===== src/sglm_pkg.sv =====
// types and constants of the stereo gated level meter
package sglm_pkg;

    localparam int SAMPLE_BITS   = 12;
    localparam int THR_BITS      = 12;
    localparam int OFF_BITS      = 12;
    localparam int LIMIT_BITS    = 14;
    localparam int SUM_BITS      = SAMPLE_BITS + 14;
    localparam int DIV_BITS      = 15;
    localparam int COUNT_BITS    = 15;
    localparam int STEP_BITS     = $clog2(SUM_BITS);
    localparam int CFG_IDX_BITS  = 2;
    localparam int CFG_DATA_BITS = 14;
    localparam int QUEUE_DEPTH   = 2;
    localparam int PTR_BITS      = $clog2(QUEUE_DEPTH);
    localparam int FILL_BITS     = $clog2(QUEUE_DEPTH + 1);

    // register indexes
    localparam logic [CFG_IDX_BITS-1:0] CFG_IDX_GATE_THRESHOLD = 2'd0;
    localparam logic [CFG_IDX_BITS-1:0] CFG_IDX_LEVEL_OFFSET   = 2'd1;
    localparam logic [CFG_IDX_BITS-1:0] CFG_IDX_WINDOW_LIMIT   = 2'd2;

    // register reset values
    localparam logic [THR_BITS-1:0]   GATE_THRESHOLD_RST = 12'd1920;
    localparam logic [OFF_BITS-1:0]   LEVEL_OFFSET_RST   = 12'd1919;
    localparam logic [LIMIT_BITS-1:0] WINDOW_LIMIT_RST   = 14'd10000;

    typedef struct packed {
        logic [SAMPLE_BITS-1:0] left_sample;
        logic [SAMPLE_BITS-1:0] right_sample;
    } t_in_item;

    typedef struct packed {
        logic [SAMPLE_BITS-1:0] left_mean;
        logic [SAMPLE_BITS-1:0] right_mean;
        logic                   left_updated;
        logic                   right_updated;
        logic                   window_restarted;
    } t_out_item;

    typedef struct packed {
        logic [THR_BITS-1:0]   gate_threshold;
        logic [OFF_BITS-1:0]   level_offset;
        logic [LIMIT_BITS-1:0] window_limit;
    } t_cfg;

    // classified item passed from front to back
    typedef struct packed {
        logic                   left_pass;
        logic [SAMPLE_BITS-1:0] left_part;
        logic                   right_pass;
        logic [SAMPLE_BITS-1:0] right_part;
        logic                   restart;
    } t_job;

    typedef enum logic {
        S_IDLE,
        S_DIV
    } t_back_state;

endpackage


===== src/sglm_queue.sv =====
// two-entry queue of classified items between front and back
module sglm_queue (
    input  logic           i_clk,
    input  logic           i_rst_n,
    input  logic           i_push,
    input  sglm_pkg::t_job i_job,
    output logic           o_ready,
    output logic           o_valid,
    input  logic           i_pop,
    output sglm_pkg::t_job o_job
);
    import sglm_pkg::*;

    t_job                r_mem [QUEUE_DEPTH];
    logic [PTR_BITS-1:0] r_wptr;
    logic [PTR_BITS-1:0] r_rptr;
    logic [FILL_BITS-1:0] r_fill;

    assign o_ready = (r_fill != FILL_BITS'(QUEUE_DEPTH));
    assign o_valid = (r_fill != '0);
    assign o_job   = r_mem[r_rptr];

    // pointers and fill level
    always_ff @(posedge i_clk) begin
        if (!i_rst_n) begin
            r_wptr <= '0;
            r_rptr <= '0;
            r_fill <= '0;
        end else begin
            if (i_push) begin
                r_wptr <= r_wptr + 1'b1;
            end
            if (i_pop) begin
                r_rptr <= r_rptr + 1'b1;
            end
            if (i_push && !i_pop) begin
                r_fill <= r_fill + 1'b1;
            end else if (!i_push && i_pop) begin
                r_fill <= r_fill - 1'b1;
            end
        end
    end

    // entry storage
    always_ff @(posedge i_clk) begin
        if (i_push) begin
            r_mem[r_wptr] <= i_job;
        end
    end

endmodule


===== src/sglm_div.sv =====
// bit-serial restoring divider, one quotient bit per cycle
module sglm_div (
    input  logic                             i_clk,
    input  logic                             i_rst_n,
    input  logic                             i_start,
    input  logic [sglm_pkg::SUM_BITS-1:0]    i_dividend,
    input  logic [sglm_pkg::DIV_BITS-1:0]    i_divisor,
    output logic                             o_busy,
    output logic [sglm_pkg::SAMPLE_BITS-1:0] o_quotient
);
    import sglm_pkg::*;

    logic                  r_busy;
    logic [STEP_BITS-1:0]  r_cnt;
    logic [DIV_BITS-1:0]   r_rem;
    logic [SUM_BITS-1:0]   r_quo;
    logic [DIV_BITS-1:0]   r_den;
    logic [DIV_BITS:0]     w_rem_sh;
    logic [DIV_BITS+1:0]   w_diff;
    logic                  w_ge;
    logic [DIV_BITS-1:0]   w_rem_next;

    // trial subtraction of the shifted remainder
    always_comb begin
        w_rem_sh   = {r_rem, r_quo[SUM_BITS-1]};
        w_diff     = {1'b0, w_rem_sh} - {2'b00, r_den};
        w_ge       = !w_diff[DIV_BITS+1];
        w_rem_next = w_ge ? w_diff[DIV_BITS-1:0] : w_rem_sh[DIV_BITS-1:0];
    end

    assign o_busy     = r_busy;
    assign o_quotient = r_quo[SAMPLE_BITS-1:0];

    // step control
    always_ff @(posedge i_clk) begin
        if (!i_rst_n) begin
            r_busy <= 1'b0;
            r_cnt  <= '0;
        end else if (i_start) begin
            r_busy <= 1'b1;
            r_cnt  <= '0;
        end else if (r_busy) begin
            r_cnt <= r_cnt + 1'b1;
            if (r_cnt == STEP_BITS'(SUM_BITS - 1)) begin
                r_busy <= 1'b0;
            end
        end
    end

    // remainder and quotient shift register
    always_ff @(posedge i_clk) begin
        if (i_start) begin
            r_rem <= '0;
            r_quo <= i_dividend;
            r_den <= i_divisor;
        end else if (r_busy) begin
            r_rem <= w_rem_next;
            r_quo <= {r_quo[SUM_BITS-2:0], w_ge};
        end
    end

endmodule


===== src/sglm_front.sv =====
// front end: gates samples, removes offset and keeps the window count
module sglm_front (
    input  logic               i_clk,
    input  logic               i_rst_n,
    input  sglm_pkg::t_cfg     i_cfg,
    input  logic               i_valid,
    input  sglm_pkg::t_in_item i_item,
    output logic               o_ready,
    input  logic               i_q_ready,
    output logic               o_push,
    output sglm_pkg::t_job     o_job
);
    import sglm_pkg::*;

    logic [COUNT_BITS-1:0] r_count;
    logic [COUNT_BITS-1:0] w_count_inc;
    logic                  w_restart;

    // window count and restart decision
    always_comb begin
        w_count_inc = r_count + 1'b1;
        w_restart   = (w_count_inc > COUNT_BITS'(i_cfg.window_limit));
    end

    assign o_ready = i_q_ready;
    assign o_push  = i_valid && i_q_ready;

    // classify both channels
    always_comb begin
        o_job.left_pass  = (i_item.left_sample > i_cfg.gate_threshold);
        o_job.right_pass = (i_item.right_sample > i_cfg.gate_threshold);
        o_job.left_part  = (i_item.left_sample > i_cfg.level_offset)
                         ? i_item.left_sample - i_cfg.level_offset : '0;
        o_job.right_part = (i_item.right_sample > i_cfg.level_offset)
                         ? i_item.right_sample - i_cfg.level_offset : '0;
        o_job.restart    = w_restart;
    end

    // items in the current window
    always_ff @(posedge i_clk) begin
        if (!i_rst_n) begin
            r_count <= '0;
        end else if (o_push) begin
            r_count <= w_restart ? '0 : w_count_inc;
        end
    end

endmodule


===== src/sglm_back.sv =====
// back end: accumulates, divides both channels and holds the result
module sglm_back (
    input  logic                i_clk,
    input  logic                i_rst_n,
    input  logic                i_job_valid,
    input  sglm_pkg::t_job      i_job,
    output logic                o_pop,
    output logic                o_valid,
    input  logic                i_ready,
    output sglm_pkg::t_out_item o_item
);
    import sglm_pkg::*;

    t_back_state             r_state;
    t_back_state             n_state;
    t_job                    r_job;
    t_out_item               r_out;
    logic                    r_out_valid;
    logic [SUM_BITS-1:0]     r_lsum;
    logic [SUM_BITS-1:0]     r_rsum;
    logic [DIV_BITS-1:0]     r_ldiv;
    logic [DIV_BITS-1:0]     r_rdiv;
    logic [SAMPLE_BITS-1:0]  r_lmean;
    logic [SAMPLE_BITS-1:0]  r_rmean;
    logic [SUM_BITS-1:0]     w_lsum_new;
    logic [SUM_BITS-1:0]     w_rsum_new;
    logic [DIV_BITS-1:0]     w_lden;
    logic [DIV_BITS-1:0]     w_rden;
    logic                    w_start;
    logic                    w_finish;
    logic                    w_lbusy;
    logic                    w_rbusy;
    logic [SAMPLE_BITS-1:0]  w_lquo;
    logic [SAMPLE_BITS-1:0]  w_rquo;
    logic [SAMPLE_BITS-1:0]  w_lmean;
    logic [SAMPLE_BITS-1:0]  w_rmean;

    // new sums and guarded divisors for the head item
    always_comb begin
        w_lsum_new = r_lsum + (i_job.left_pass ? SUM_BITS'(i_job.left_part) : '0);
        w_rsum_new = r_rsum + (i_job.right_pass ? SUM_BITS'(i_job.right_part) : '0);
        w_lden     = (r_ldiv == '0) ? DIV_BITS'(1) : r_ldiv;
        w_rden     = (r_rdiv == '0) ? DIV_BITS'(1) : r_rdiv;
        w_lmean    = r_job.left_pass ? w_lquo : r_lmean;
        w_rmean    = r_job.right_pass ? w_rquo : r_rmean;
    end

    sglm_div u_ldiv (
        .i_clk      (i_clk),
        .i_rst_n    (i_rst_n),
        .i_start    (w_start),
        .i_dividend (w_lsum_new),
        .i_divisor  (w_lden),
        .o_busy     (w_lbusy),
        .o_quotient (w_lquo)
    );

    sglm_div u_rdiv (
        .i_clk      (i_clk),
        .i_rst_n    (i_rst_n),
        .i_start    (w_start),
        .i_dividend (w_rsum_new),
        .i_divisor  (w_rden),
        .o_busy     (w_rbusy),
        .o_quotient (w_rquo)
    );

    // next state and control
    always_comb begin
        n_state  = r_state;
        w_start  = 1'b0;
        w_finish = 1'b0;
        case (r_state)
            S_IDLE: begin
                if (i_job_valid) begin
                    w_start = 1'b1;
                    n_state = S_DIV;
                end
            end
            S_DIV: begin
                if (!w_lbusy && !w_rbusy && (!r_out_valid || i_ready)) begin
                    w_finish = 1'b1;
                    n_state  = S_IDLE;
                end
            end
            default: begin
                n_state = S_IDLE;
            end
        endcase
    end

    assign o_pop   = w_start;
    assign o_valid = r_out_valid;
    assign o_item  = r_out;

    // state register
    always_ff @(posedge i_clk) begin
        if (!i_rst_n) begin
            r_state <= S_IDLE;
        end else begin
            r_state <= n_state;
        end
    end

    // channel state and output valid
    always_ff @(posedge i_clk) begin
        if (!i_rst_n) begin
            r_lsum      <= '0;
            r_rsum      <= '0;
            r_ldiv      <= DIV_BITS'(1);
            r_rdiv      <= DIV_BITS'(1);
            r_lmean     <= '0;
            r_rmean     <= '0;
            r_out_valid <= 1'b0;
        end else begin
            if (w_start) begin
                r_lsum <= w_lsum_new;
                r_rsum <= w_rsum_new;
            end
            if (w_finish) begin
                r_lmean     <= w_lmean;
                r_rmean     <= w_rmean;
                r_out_valid <= 1'b1;
                if (r_job.restart) begin
                    r_lsum <= '0;
                    r_rsum <= '0;
                    r_ldiv <= DIV_BITS'(1);
                    r_rdiv <= DIV_BITS'(1);
                end else begin
                    if (r_job.left_pass) begin
                        r_ldiv <= r_ldiv + 1'b1;
                    end
                    if (r_job.right_pass) begin
                        r_rdiv <= r_rdiv + 1'b1;
                    end
                end
            end else if (r_out_valid && i_ready) begin
                r_out_valid <= 1'b0;
            end
        end
    end

    // job and result payload
    always_ff @(posedge i_clk) begin
        if (w_start) begin
            r_job <= i_job;
        end
        if (w_finish) begin
            r_out.left_mean        <= w_lmean;
            r_out.right_mean       <= w_rmean;
            r_out.left_updated     <= r_job.left_pass;
            r_out.right_updated    <= r_job.right_pass;
            r_out.window_restarted <= r_job.restart;
        end
    end

endmodule


===== src/stereo_gated_level_mean.sv =====
// top level of the stereo gated level meter
// Each transaction carries one left and one right sample and yields one result with both
// held means, two gate flags and a window restart flag. A sample above gate_threshold has
// level_offset removed (floored at zero) and is summed; the channel mean is the sum divided
// by the number of gated samples so far in the window, and a channel without a gated sample
// keeps its last mean. In the back end an item is loaded, passes the bit-serial dividers (one
// quotient bit per bit of the 26-bit sum, both channels in parallel) and is then written to
// the result register; the back end takes a new item only after the last one is written.
// A two-entry queue lets the front accept items while the back divides, and the result
// register holds a finished item while the next one is already being divided. Configuration
// registers are written through a plain write port and should change only while idle.
module stereo_gated_level_mean (
    input  logic                               i_clk,
    input  logic                               i_rst_n,
    input  logic                               i_valid,
    output logic                               o_ready,
    input  sglm_pkg::t_in_item                 i_item,
    output logic                               o_valid,
    input  logic                               i_ready,
    output sglm_pkg::t_out_item                o_item,
    input  logic                               i_cfg_we,
    input  logic [sglm_pkg::CFG_IDX_BITS-1:0]  i_cfg_idx,
    input  logic [sglm_pkg::CFG_DATA_BITS-1:0] i_cfg_data
);
    import sglm_pkg::*;

    t_cfg r_cfg;
    t_job w_front_job;
    t_job w_queue_job;
    logic w_push;
    logic w_q_ready;
    logic w_q_valid;
    logic w_pop;

    // configuration registers
    always_ff @(posedge i_clk) begin
        if (!i_rst_n) begin
            r_cfg.gate_threshold <= GATE_THRESHOLD_RST;
            r_cfg.level_offset   <= LEVEL_OFFSET_RST;
            r_cfg.window_limit   <= WINDOW_LIMIT_RST;
        end else if (i_cfg_we) begin
            case (i_cfg_idx)
                CFG_IDX_GATE_THRESHOLD: r_cfg.gate_threshold <= i_cfg_data[THR_BITS-1:0];
                CFG_IDX_LEVEL_OFFSET:   r_cfg.level_offset   <= i_cfg_data[OFF_BITS-1:0];
                CFG_IDX_WINDOW_LIMIT:   r_cfg.window_limit   <= i_cfg_data[LIMIT_BITS-1:0];
                default: begin
                end
            endcase
        end
    end

    sglm_front u_front (
        .i_clk     (i_clk),
        .i_rst_n   (i_rst_n),
        .i_cfg     (r_cfg),
        .i_valid   (i_valid),
        .i_item    (i_item),
        .o_ready   (o_ready),
        .i_q_ready (w_q_ready),
        .o_push    (w_push),
        .o_job     (w_front_job)
    );

    sglm_queue u_queue (
        .i_clk   (i_clk),
        .i_rst_n (i_rst_n),
        .i_push  (w_push),
        .i_job   (w_front_job),
        .o_ready (w_q_ready),
        .o_valid (w_q_valid),
        .i_pop   (w_pop),
        .o_job   (w_queue_job)
    );

    sglm_back u_back (
        .i_clk       (i_clk),
        .i_rst_n     (i_rst_n),
        .i_job_valid (w_q_valid),
        .i_job       (w_queue_job),
        .o_pop       (w_pop),
        .o_valid     (o_valid),
        .i_ready     (i_ready),
        .o_item      (o_item)
    );

endmodule


===== config.mk =====
export PLATFORM = sky130hd
export DESIGN_NAME = stereo_gated_level_mean
export DESIGN_NICKNAME = d
export VERILOG_FILES = /design/src/sglm_pkg.sv /design/src/sglm_queue.sv /design/src/sglm_div.sv /design/src/sglm_front.sv /design/src/sglm_back.sv /design/src/stereo_gated_level_mean.sv
export SDC_FILE = /design/constraint.sdc
export NUM_CORES = 1
export LEC_CHECK = 0
export BUFFER_PORTS_ARGS = -buffer_cell sky130_fd_sc_hd__buf_4
export CORE_AREA = 5 5 197 199
export DETAILED_ROUTE_END_ITERATION = 12
export DIE_AREA = 0 0 202 204
export PLACE_DENSITY = 0.71
export SKIP_LAST_GASP = 1
export SYNTH_ARGS = -nofsm -noshare
export SYNTH_HDL_FRONTEND = slang
export SYNTH_SLANG_ARGS = --single-unit
export TNS_END_PERCENT = 50

===== constraint.sdc =====
create_clock -name i_clk -period 8.15 [get_ports i_clk]
set_input_delay 0.815 -clock i_clk [delete_from_list [all_inputs] [get_ports i_clk]]
set_output_delay 0.815 -clock i_clk [all_outputs]
set_load 0.05 [all_outputs]

# Word-level counts from Yosys, hierarchy flattened
# Memories as Yosys holds them, arrays and structs flattened. A register that Yosys moved wholly into a read port is not among the register bits.
# Index checks and enable logic that the tools add are counted.
dict set report classes {
  mux 43
  eq_ne 5
  addsub 15
  bitwise 2
  reduce_logical 30
  order_cmp 5
}
# operator n
set ops {}
lappend ops {{2-to-1 mux 26 bit} 10}
lappend ops {{2-to-1 mux 15 bit} 7}
lappend ops {{2-to-1 mux 12 bit} 6}
lappend ops {{adder 26 bit} 2}
lappend ops {{greater-than comparator 12 bit} 4}
lappend ops {{adder 15 x 1 -> 15 bit (second input constant)} 3}
lappend ops {{subtractor 16 x 15 -> 17 bit} 2}
lappend ops {{logical NOT 15 bit} 2}
lappend ops {{subtractor 12 bit} 2}
lappend ops {{2-to-1 mux 1 bit} 17}
lappend ops {{greater-than comparator 15 x 14 -> 1 bit} 1}
lappend ops {{nonzero test 2 bit} 7}
lappend ops {{adder 5 x 1 -> 5 bit (second input constant)} 2}
lappend ops {{equality test 5 bit (second input constant)} 2}
lappend ops {{AND reduction 2 bit} 5}
lappend ops {{logical NOT 1 bit} 7}
lappend ops {{logical AND 1 bit} 6}
lappend ops {{2-to-1 mux 2 bit} 2}
lappend ops {{adder 1 bit (second input constant)} 2}
lappend ops {{adder 2 x 1 -> 2 bit (second input constant)} 1}
lappend ops {{equality test 2 x 1 -> 1 bit (second input constant)} 1}
lappend ops {{equality test 2 bit (second input constant)} 1}
lappend ops {{logical NOT 2 bit} 1}
lappend ops {{!= test 2 bit (second input constant)} 1}
lappend ops {{other kinds (5)} 6}
dict set report totals {
  register_bits 319
  word_cells 134
  ram_bits 54
  memories 1
}
# memory words width rd rd_ports_with_merged_regs wr line
set mem_list {}
lappend mem_list {u_queue.r_mem 2 27 1 1 1 sglm_queue.sv:14} ;# t_job r_mem [QUEUE_DEPTH];

# Logic depth before layout (Yosys ltp)
# Gate-level depths: netlist of run 1.
dict set report depth {
  ltp_word 6
  depth_mapped 16
}

# Hierarchy
# From an unflattened synthesis of run 1, not the netlist that was laid out.
dict set report hier_totals {
  hier_cells 2188
  area_unflattened_um2 21444.3
}
# module area_per_inst_um2 instances cells_per_inst seq_area_each_um2
set modules_own_cells {}
lappend modules_own_cells {sglm_back 7770.0 1 903 3062.9}
lappend modules_own_cells {sglm_div 3340.7 2 293 1651.6}
lappend modules_own_cells {sglm_front 3278.1 1 441 300.3}
lappend modules_own_cells {sglm_queue 2172.1 1 106 1721.7}
lappend modules_own_cells {stereo_gated_level_mean 1542.7 1 152 760.7}

# Least setup slack after synthesis of run 1
# Ideal clock, no wire load.
dict set report synth_path {
  kind {register to register}
  startpoint {reg (tool-made name)}
  endpoint {reg u_back.u_ldiv.r_quo[20], data pin}
  path_buffers 3
  stages_incl_launch_ff 15
  t_arrival_ps 3746
  setup_slack_ps 4145
  period_less_slack_ps 4005
  setup_time_ps 259
  required_time_ps 7891
  path_cell_list {dfxtp_1 clkbuf_1 buf_1 mux2i_1 nor2_1 ha_1 fa_1 a21o_1 a21o_1 a21oi_1 and4bb_1 o21ai_0 clkbuf_1 nor3_1 o31a_1}
}
# element line
set synth_rtl {}
lappend synth_rtl {{end signal: assignment} sglm_div.sv:54} ;# r_quo <= i_dividend;
lappend synth_rtl {{end signal: assignment} sglm_div.sv:58} ;# r_quo <= {r_quo[SUM_BITS-2:0], w_ge};
lappend synth_rtl {{end: declaration} sglm_div.sv:16} ;# logic [SUM_BITS-1:0] r_quo;

==> results.cfg, run 1 <==
[die]
coreArea_mm2 = 0.0370
die_y_um = 204
initial_utilization_pct = 53.7
dieArea_mm2 = 0.0412
ios = 74
rows = 71
die_w_um = 202

[grt]
grt_max_degree = 79
antenna_found_initial = 0
grt_pass1_vias = 14800
grt_overflow = 0
grt_pass1_wl_um = 73100
gr-usage-all-layers_pct = 21.2

[sta]
min_period_ns = 4.36
skew_ns = 0.0290
relSlewSlack_pct = 23.9
report.final.setup_viol = 0
hold_violations = 0
slew_violations = 0
fmax_mhz = 229
hold_ws_ns = 0.453
finalSetupTns_ns = 0
rsz0062_at_grt = false
worst_slew_pin_slew_ns = 1.14
period_share_pct = 53.5

[cts]
cts.sinks = 374
root_buffer = clkbuf_16
hold_buffers = 0
tritoncts = yes
h-tree-depth = 2
cts.clk_slew.worst_paths_ns = 0.06
clock_latency_ns = 0.56
cts_buffers = 42
post-cts-setup-buffer-count = 0
clockBufferDepth = 3
cts_resized = 0

[yosys]
synth_cells = 2102
synth_top_area_share_pct = 25.0
synth_compound_area_share_pct = 13.7
yosys_warnings = 0
synthAdderAreaFrac_pct = 8.52
synth_top_family_by_area = simple AND/OR/NAND/NOR gates
synth_simple_gate_area_share_pct = 17.5
synth-seq-area-share_pct = 46.0
syn_area_per_cell_um2 = 9.47
yosysMostFrequentCell = nand2_1
synth_cell_type_count = 72
synth-xor-area-share_pct = 5.46
synth_seq_cells = 374
synthesis.area_mm2 = 0.0199
synth_top_area_cell = edfxtp_1
muxShareOfSynthArea_pct = 4.70
synth_area_leaders = edfxtp_1 25%, dfxtp_1 21%, ha_1 7.9%
ys_top_cells_by_count = 231 x nand2_1, 208 x dfxtp_1, 190 x nor2_1, 166 x edfxtp_1, 129 x a21oi_1
synth-main-ff-cell = dfxtp_1
syn_nets = 2279
synthArstFlopShare_pct = 0
synth_edf_count = 166

[cells_and_area]
n_antenna_cell = 0
drive_above_1_share_pct = 9.27
syn_to_final_growth_pct = 11.3
nets = 2301

[critical_path]
end_kind = flop
r2r_slack_ns = 3.79
critPathRequiredTime_ns = 8.43
path_class = reg -> reg
reg2reg_to = u_back.u_rdiv.r_quo[22]
rr_worst_depth = 12
start_kind = flop
crit_arrival_ns = 4.63
crit_path_max_fanout = 27

[run]
drv_cap = 0

[detailed_routing]
drcViolationCount = 0
first_pass_iters = 7
viasPerCell = 5.74
wl_per_cell_um = 16.9
wirelength_um = 44500
drtIter0Drc = 779
ant_nets = 0
vias = 15100

[min_path]
min_to = r_cfg[6]
min-delay-start = r_cfg[6]
hp-class = reg -> reg
hold_depth = 2

[placed_design]
io_buffers = 73
dp_hpwl_um = 31200
place.gp.congestion = 0.917

[run_status]
status = finished, final reports clean

[pwr]
peakVddDrop_mv = 0.161
p_leak_nw = 8.90
power_density_mw_per_mm2 = 354
[sequential cells by signal (all words and copies together), names as in the netlist, 15 cells and up, named ones only]
register / flops
u_queue.r_mem: 54
u_back.r_rdiv: 15
u_back.u_ldiv.r_quo: 26
u_back.u_rdiv.r_den: 15
u_back.r_ldiv: 15
u_back.o_item: 27
u_back.u_ldiv.r_rem: 15
u_back.u_rdiv.r_rem: 15
u_front.r_count: 15
u_back.r_rsum: 26
u_back.u_ldiv.r_den: 15
u_back.u_rdiv.r_quo: 26
r_cfg: 38
u_back.r_lsum: 26
[layer usage]
layer  GRT usage, %  wire [um]
met5              0          0
met1           26.5      19700
met3           2.82       1620
met4           7.01       1150
met2           37.9      22000
[cells by family after synthesis]
| family | Yosys count |
|---|---|
| and+or+nand+nor | 732 |
| AOI/OAI and AO/OA | 433 |
| DFF | 374 |
| buffers and inverters | 217 |
| adders and majority gates | 132 |
| xor gates and xnor gates | 124 |
| muxes | 90 |
[through the flow]
stage	power (mW)	setup WS (ns)	area, um^2	util, %	std cells
after global placement	5.89	3.88	20800	56.1	2554
after CTS	7.91	3.76	22200	59.8	2631
final	7.85	3.79	22200	59.8	2631
after global routing	8.35	3.40	22200	59.8	2631
after detailed placement	5.98	3.75	20800	56.1	2554
after floorplan	5.18	4.15	19900	-	2102
[worst max-delay path by stage]
stage	slack (ns)	start	end
floorplan	4.15	flop	u_back.u_ldiv.r_quo[20]
global placement	3.88	flop	u_back.u_rdiv.r_quo[18]
detailed placement	3.75	flop	u_back.u_rdiv.r_quo[18]
CTS	3.76	flop	u_back.u_rdiv.r_quo[24]
global route	3.40	flop	u_back.u_rdiv.r_quo[22]
finish	3.79	flop	u_back.u_rdiv.r_quo[22]
[where the power goes]
part	total, mW	internal (mW)	switching (mW)
clock network	1.90	1.15	0.746
logic	3.05	1.15	1.90
registers	2.89	2.61	0.280
total	7.85	4.92	2.93
[critical path: stages, from the launching register on]
cell and delay, ns:
dfxtp_1 0.31, buf_4 0.39, mux2i_1 0.90, nor2_1 0.16, ha_1 0.26, fa_1 0.41, a21o_1 0.21, a21oi_1 0.25
o21ai_0 0.18, a311o_1 0.58, nand3_1 0.20, xor2_1 0.15, o21ai_0 0.08
[cell type report]
type,instances,area (um^2)
repair buffers,91,683
flip-flops and latches,374,9150
fillers,3185,14900
clock inverters,17,196
clock buffers,60,1200
well taps,474,593
inverters,104,392
multi-input cells,1511,9950
[cells in the final DEF (no fill, tap or decap), types with 28 or more instances in the layout]
cell type and count:
dfxtp_1 208, nand3_1 66, xnor2_1 52, edfxtp_1 166, nand2_1 230, and3_1 36, o211ai_1 28, a21oi_1 129
xor2_1 72, clkbuf_16 44, nand4_1 34, mux2i_1 62, or3_1 39, o21ai_0 106, nor3_1 34, a21o_1 32
inv_1 101, ha_1 126, buf_4 91, nor2_1 188, mux2_2 28
(Power assumes the default switching activity.)
==> run 2, diff against run 1 <==
- ABC_AREA: not set -> 1
- CORE_AREA: 5 5 197 199 -> 5 5 200 202
- DIE_AREA: 0 0 202 204 -> 0 0 205 207
- PLACE_DENSITY: 0.71 -> 0.74
- clock period: 8.15 -> 3.5 ns (I/O delays scaled with it)
==> run 2 against run 1 <==
Net effect:
- clock power grew 130%
- die area grew 3.0%
- register-to-register slack lost 3.5 ns
- flip-flop and latch count is the same
- combinational power grew 120%
- critical endpoint is now u_back.u_rdiv.r_quo[6]
- sequential share of layout area shrank 1.5 points
- area after synthesis grew 3.4%
- maximum frequency grew 37%
- critical path type unchanged
- highest routed layer unchanged
- via count grew 13%
==> results.cfg, run 2 <==
[detailed_routing]
viasPerCell = 5.33
wirelength_um = 46800
first_pass_iters = 6
drtIter0Drc = 1276
drcViolationCount = 0
wl_per_cell_um = 14.6
vias = 17100
ant_nets = 0

[die]
coreArea_mm2 = 0.0381
dieArea_mm2 = 0.0424
die_y_um = 207
rows = 72
initial_utilization_pct = 54.0
ios = 74
die_w_um = 205

[cells_and_area]
design_area_mm2 = 0.0230
seq_area_mm2 = 0.00915
largest_reg_flops = 54
drive_above_1_share_pct = 8.47
multi_input_area_mm2 = 0.00978
instances_no_fill = 3209
n_antenna_cell = 0
final_common_cell = nand2_1
fill_cells = 3288
syn_to_final_growth_pct = 11.6
mostFrequentLayoutCells = 677 x nand2_1, 330 x inv_1, 259 x a21oi_1
nets = 2835
largest-register = u_queue.r_mem

[cts]
cts_buffers = 42
h-tree-depth = 2
hold_buffers = 0
clockBufferDepth = 3
root_buffer = clkbuf_16
post-cts-setup-buffer-count = 0
tritoncts = yes
cts.sinks = 374
cts.clk_slew.worst_paths_ns = 0.06
cts_resized = 0
clock_latency_ns = 0.56

[pwr]
p_sw_share_pct = 38.7
switching_power_mw = 6.86
power.internal_mw = 10.9
power_density_mw_per_mm2 = 772
p_leak_nw = 10.2
seq_power_share_pct = 37.7
comb_power_share_pct = 37.5
peakVddDrop_mv = 0.667
clkPwrFrac_pct = 24.8

[sta]
min_period_ns = 3.19
rsz0062_at_grt = false
hold_violations = 0
finalSetupTns_ns = 0
worst_slew_pin_slew_ns = 1.18
skew_ns = 0.0225
slew_violations = 0
fmax_mhz = 314
period_share_pct = 91.0
relSlewSlack_pct = 20.5
report.final.setup_viol = 0

[placed_design]
placed_cell_area_mm2 = 0.0216
dp_hpwl_um = 34100
io_buffers = 73
dp_cells = 3132
place.gp.congestion = 0.950

[yosys]
synth_top_area_cell = edfxtp_1
yosysMostFrequentCell = nand2_1
syn_nets = 2790
synthArstFlopShare_pct = 0
synth_edf_count = 166
ys_top_cells_by_count = 677 x nand2_1, 330 x inv_1, 260 x a21oi_1, 208 x dfxtp_1, 166 x edfxtp_1
synth_top_area_share_pct = 24.2
synth_area_leaders = edfxtp_1 24%, dfxtp_1 20%, nand2_1 12%
synthesis.area_mm2 = 0.0206
yosys_warnings = 0
synth_cell_type_count = 46
synth_seq_cells = 374
synth_cells = 2613
synth-seq-area-share_pct = 44.5
synth-main-ff-cell = dfxtp_1
syn_area_per_cell_um2 = 7.88

[min_path]
min-delay-start = i_cfg_data[13]
hp-class = in -> reg

[critical_path]
cp_top_family = compound AO/OA/AOI/OAI gates
path_class = reg -> reg
crit_arrival_ns = 3.47
start_kind = flop
crit_path_max_fanout = 15
r2r_slack_ns = 0.31
crit_top_cell = nand2_1
end_kind = flop
worst_path_max_delay_cell = o21ai_0
path_buf_inv = 2
worstPathCellList = buf_4 > mux2_2 > nand2_1 > inv_1 > ha_1 > fa_1 > nand2_1 > a21oi_1 > nand2_1 > nand2_1 > o21ai_0 > nand2_1
critPathRequiredTime_ns = 3.78
cpPeakStageDelay_ns = 0.55

[run]
drv_cap = 0

[grt]
antenna_found_initial = 0
gr-usage-all-layers_pct = 21.9
grt_pass1_wl_um = 78100
grt_pass1_vias = 16100
grt_max_degree = 123
grt_overflow = 0

[run_status]
status = finished, final reports clean
run 2: cell count changes after synthesis, moves of 39 or more:
| cell | before | now |
|---|---|---|
| or3_1 | 39 | 0 |
| xor2_1 | 72 | 32 |
| mux2i_1 | 62 | 0 |
| xnor2_1 | 52 | 10 |
| o21ai_0 | 106 | 145 |
| clkbuf_1 | 102 | 62 |
| inv_1 | 101 | 330 |
| a21oi_1 | 129 | 260 |
| nand2_1 | 231 | 677 |
| nand3_1 | 66 | 160 |
run 2: layout make-up:
cell class / count / share of cell area (%)
Clock buffer: 55 / 5.11
Tap cell: 518 / 2.82
Inverter: 336 / 5.50
Clock inverter: 22 / 0.926
Sequential cell: 374 / 39.8
Multi-Input combinational cell: 1807 / 42.6
Timing Repair Buffer: 97 / 3.22
run 2: power by group through the flow:
| stage | Clock, mW | Sequential (mW) | Combinational (mW) |
|---|---|---|---|
| after floorplan | 0 | 6.91 | 4.72 |
| after global placement | 0 | 6.72 | 6.45 |
| after detailed placement | 0 | 6.76 | 6.60 |
| after CTS | 4.50 | 6.68 | 6.64 |
| after global routing | 4.69 | 6.81 | 7.48 |
| final | 4.40 | 6.68 | 6.65 |
run 2: per-layer routing:
| layer | vias to the layer above | GRT usage [%] | share of wire (%) |
|---|---|---|---|
| met5 | - | 0 | 0 |
| met4 | 0 | 5.24 | 1.9 |
| met3 | 79 | 3.66 | 6.2 |
| met2 | 478 | 35.5 | 45 |
| met1 | 7770 | 30.8 | 47 |
| li1 | 8776 | - | - |
run 2: tightest hold or removal path: stages:
cell and delay (ns):
buf_4 0.08, nand2_1 0.04, o211ai_1 0.08
run 2: cell families after synthesis:
group,after synthesis,share of synthesized area (%)
and+or+nand+nor,1123,23.2
DFF,374,44.5
buffers and inverters,432,8.10
muxes,27,1.48
AOI/OAI and AO/OA,483,12.8
xor gates and xnor gates,42,1.79
adders and majority gates,132,8.24
run 2: worst paths after layout:
kind | to | depth (start not counted)
worst min register to register | u_back.r_rmean[1] | 2
worst min-delay path | r_cfg[13] | 3
worst max register to register | u_back.u_rdiv.r_quo[6] | 12
worst max-delay path | u_back.u_rdiv.r_quo[6] | 12
run 2: per-stage QoR:
stage,power [mW],hold slack (ns),worst slack (ns),utilization [%]
finish,17.7,0.0432,0.313,60.3
global route,19.0,0.0416,0.151,60.3
CTS,17.8,0.0210,0.374,60.3
detailed placement,13.4,0.441,0.359,56.6
global placement,13.2,0.434,0.488,56.6
floorplan,11.6,0.421,0.648,-
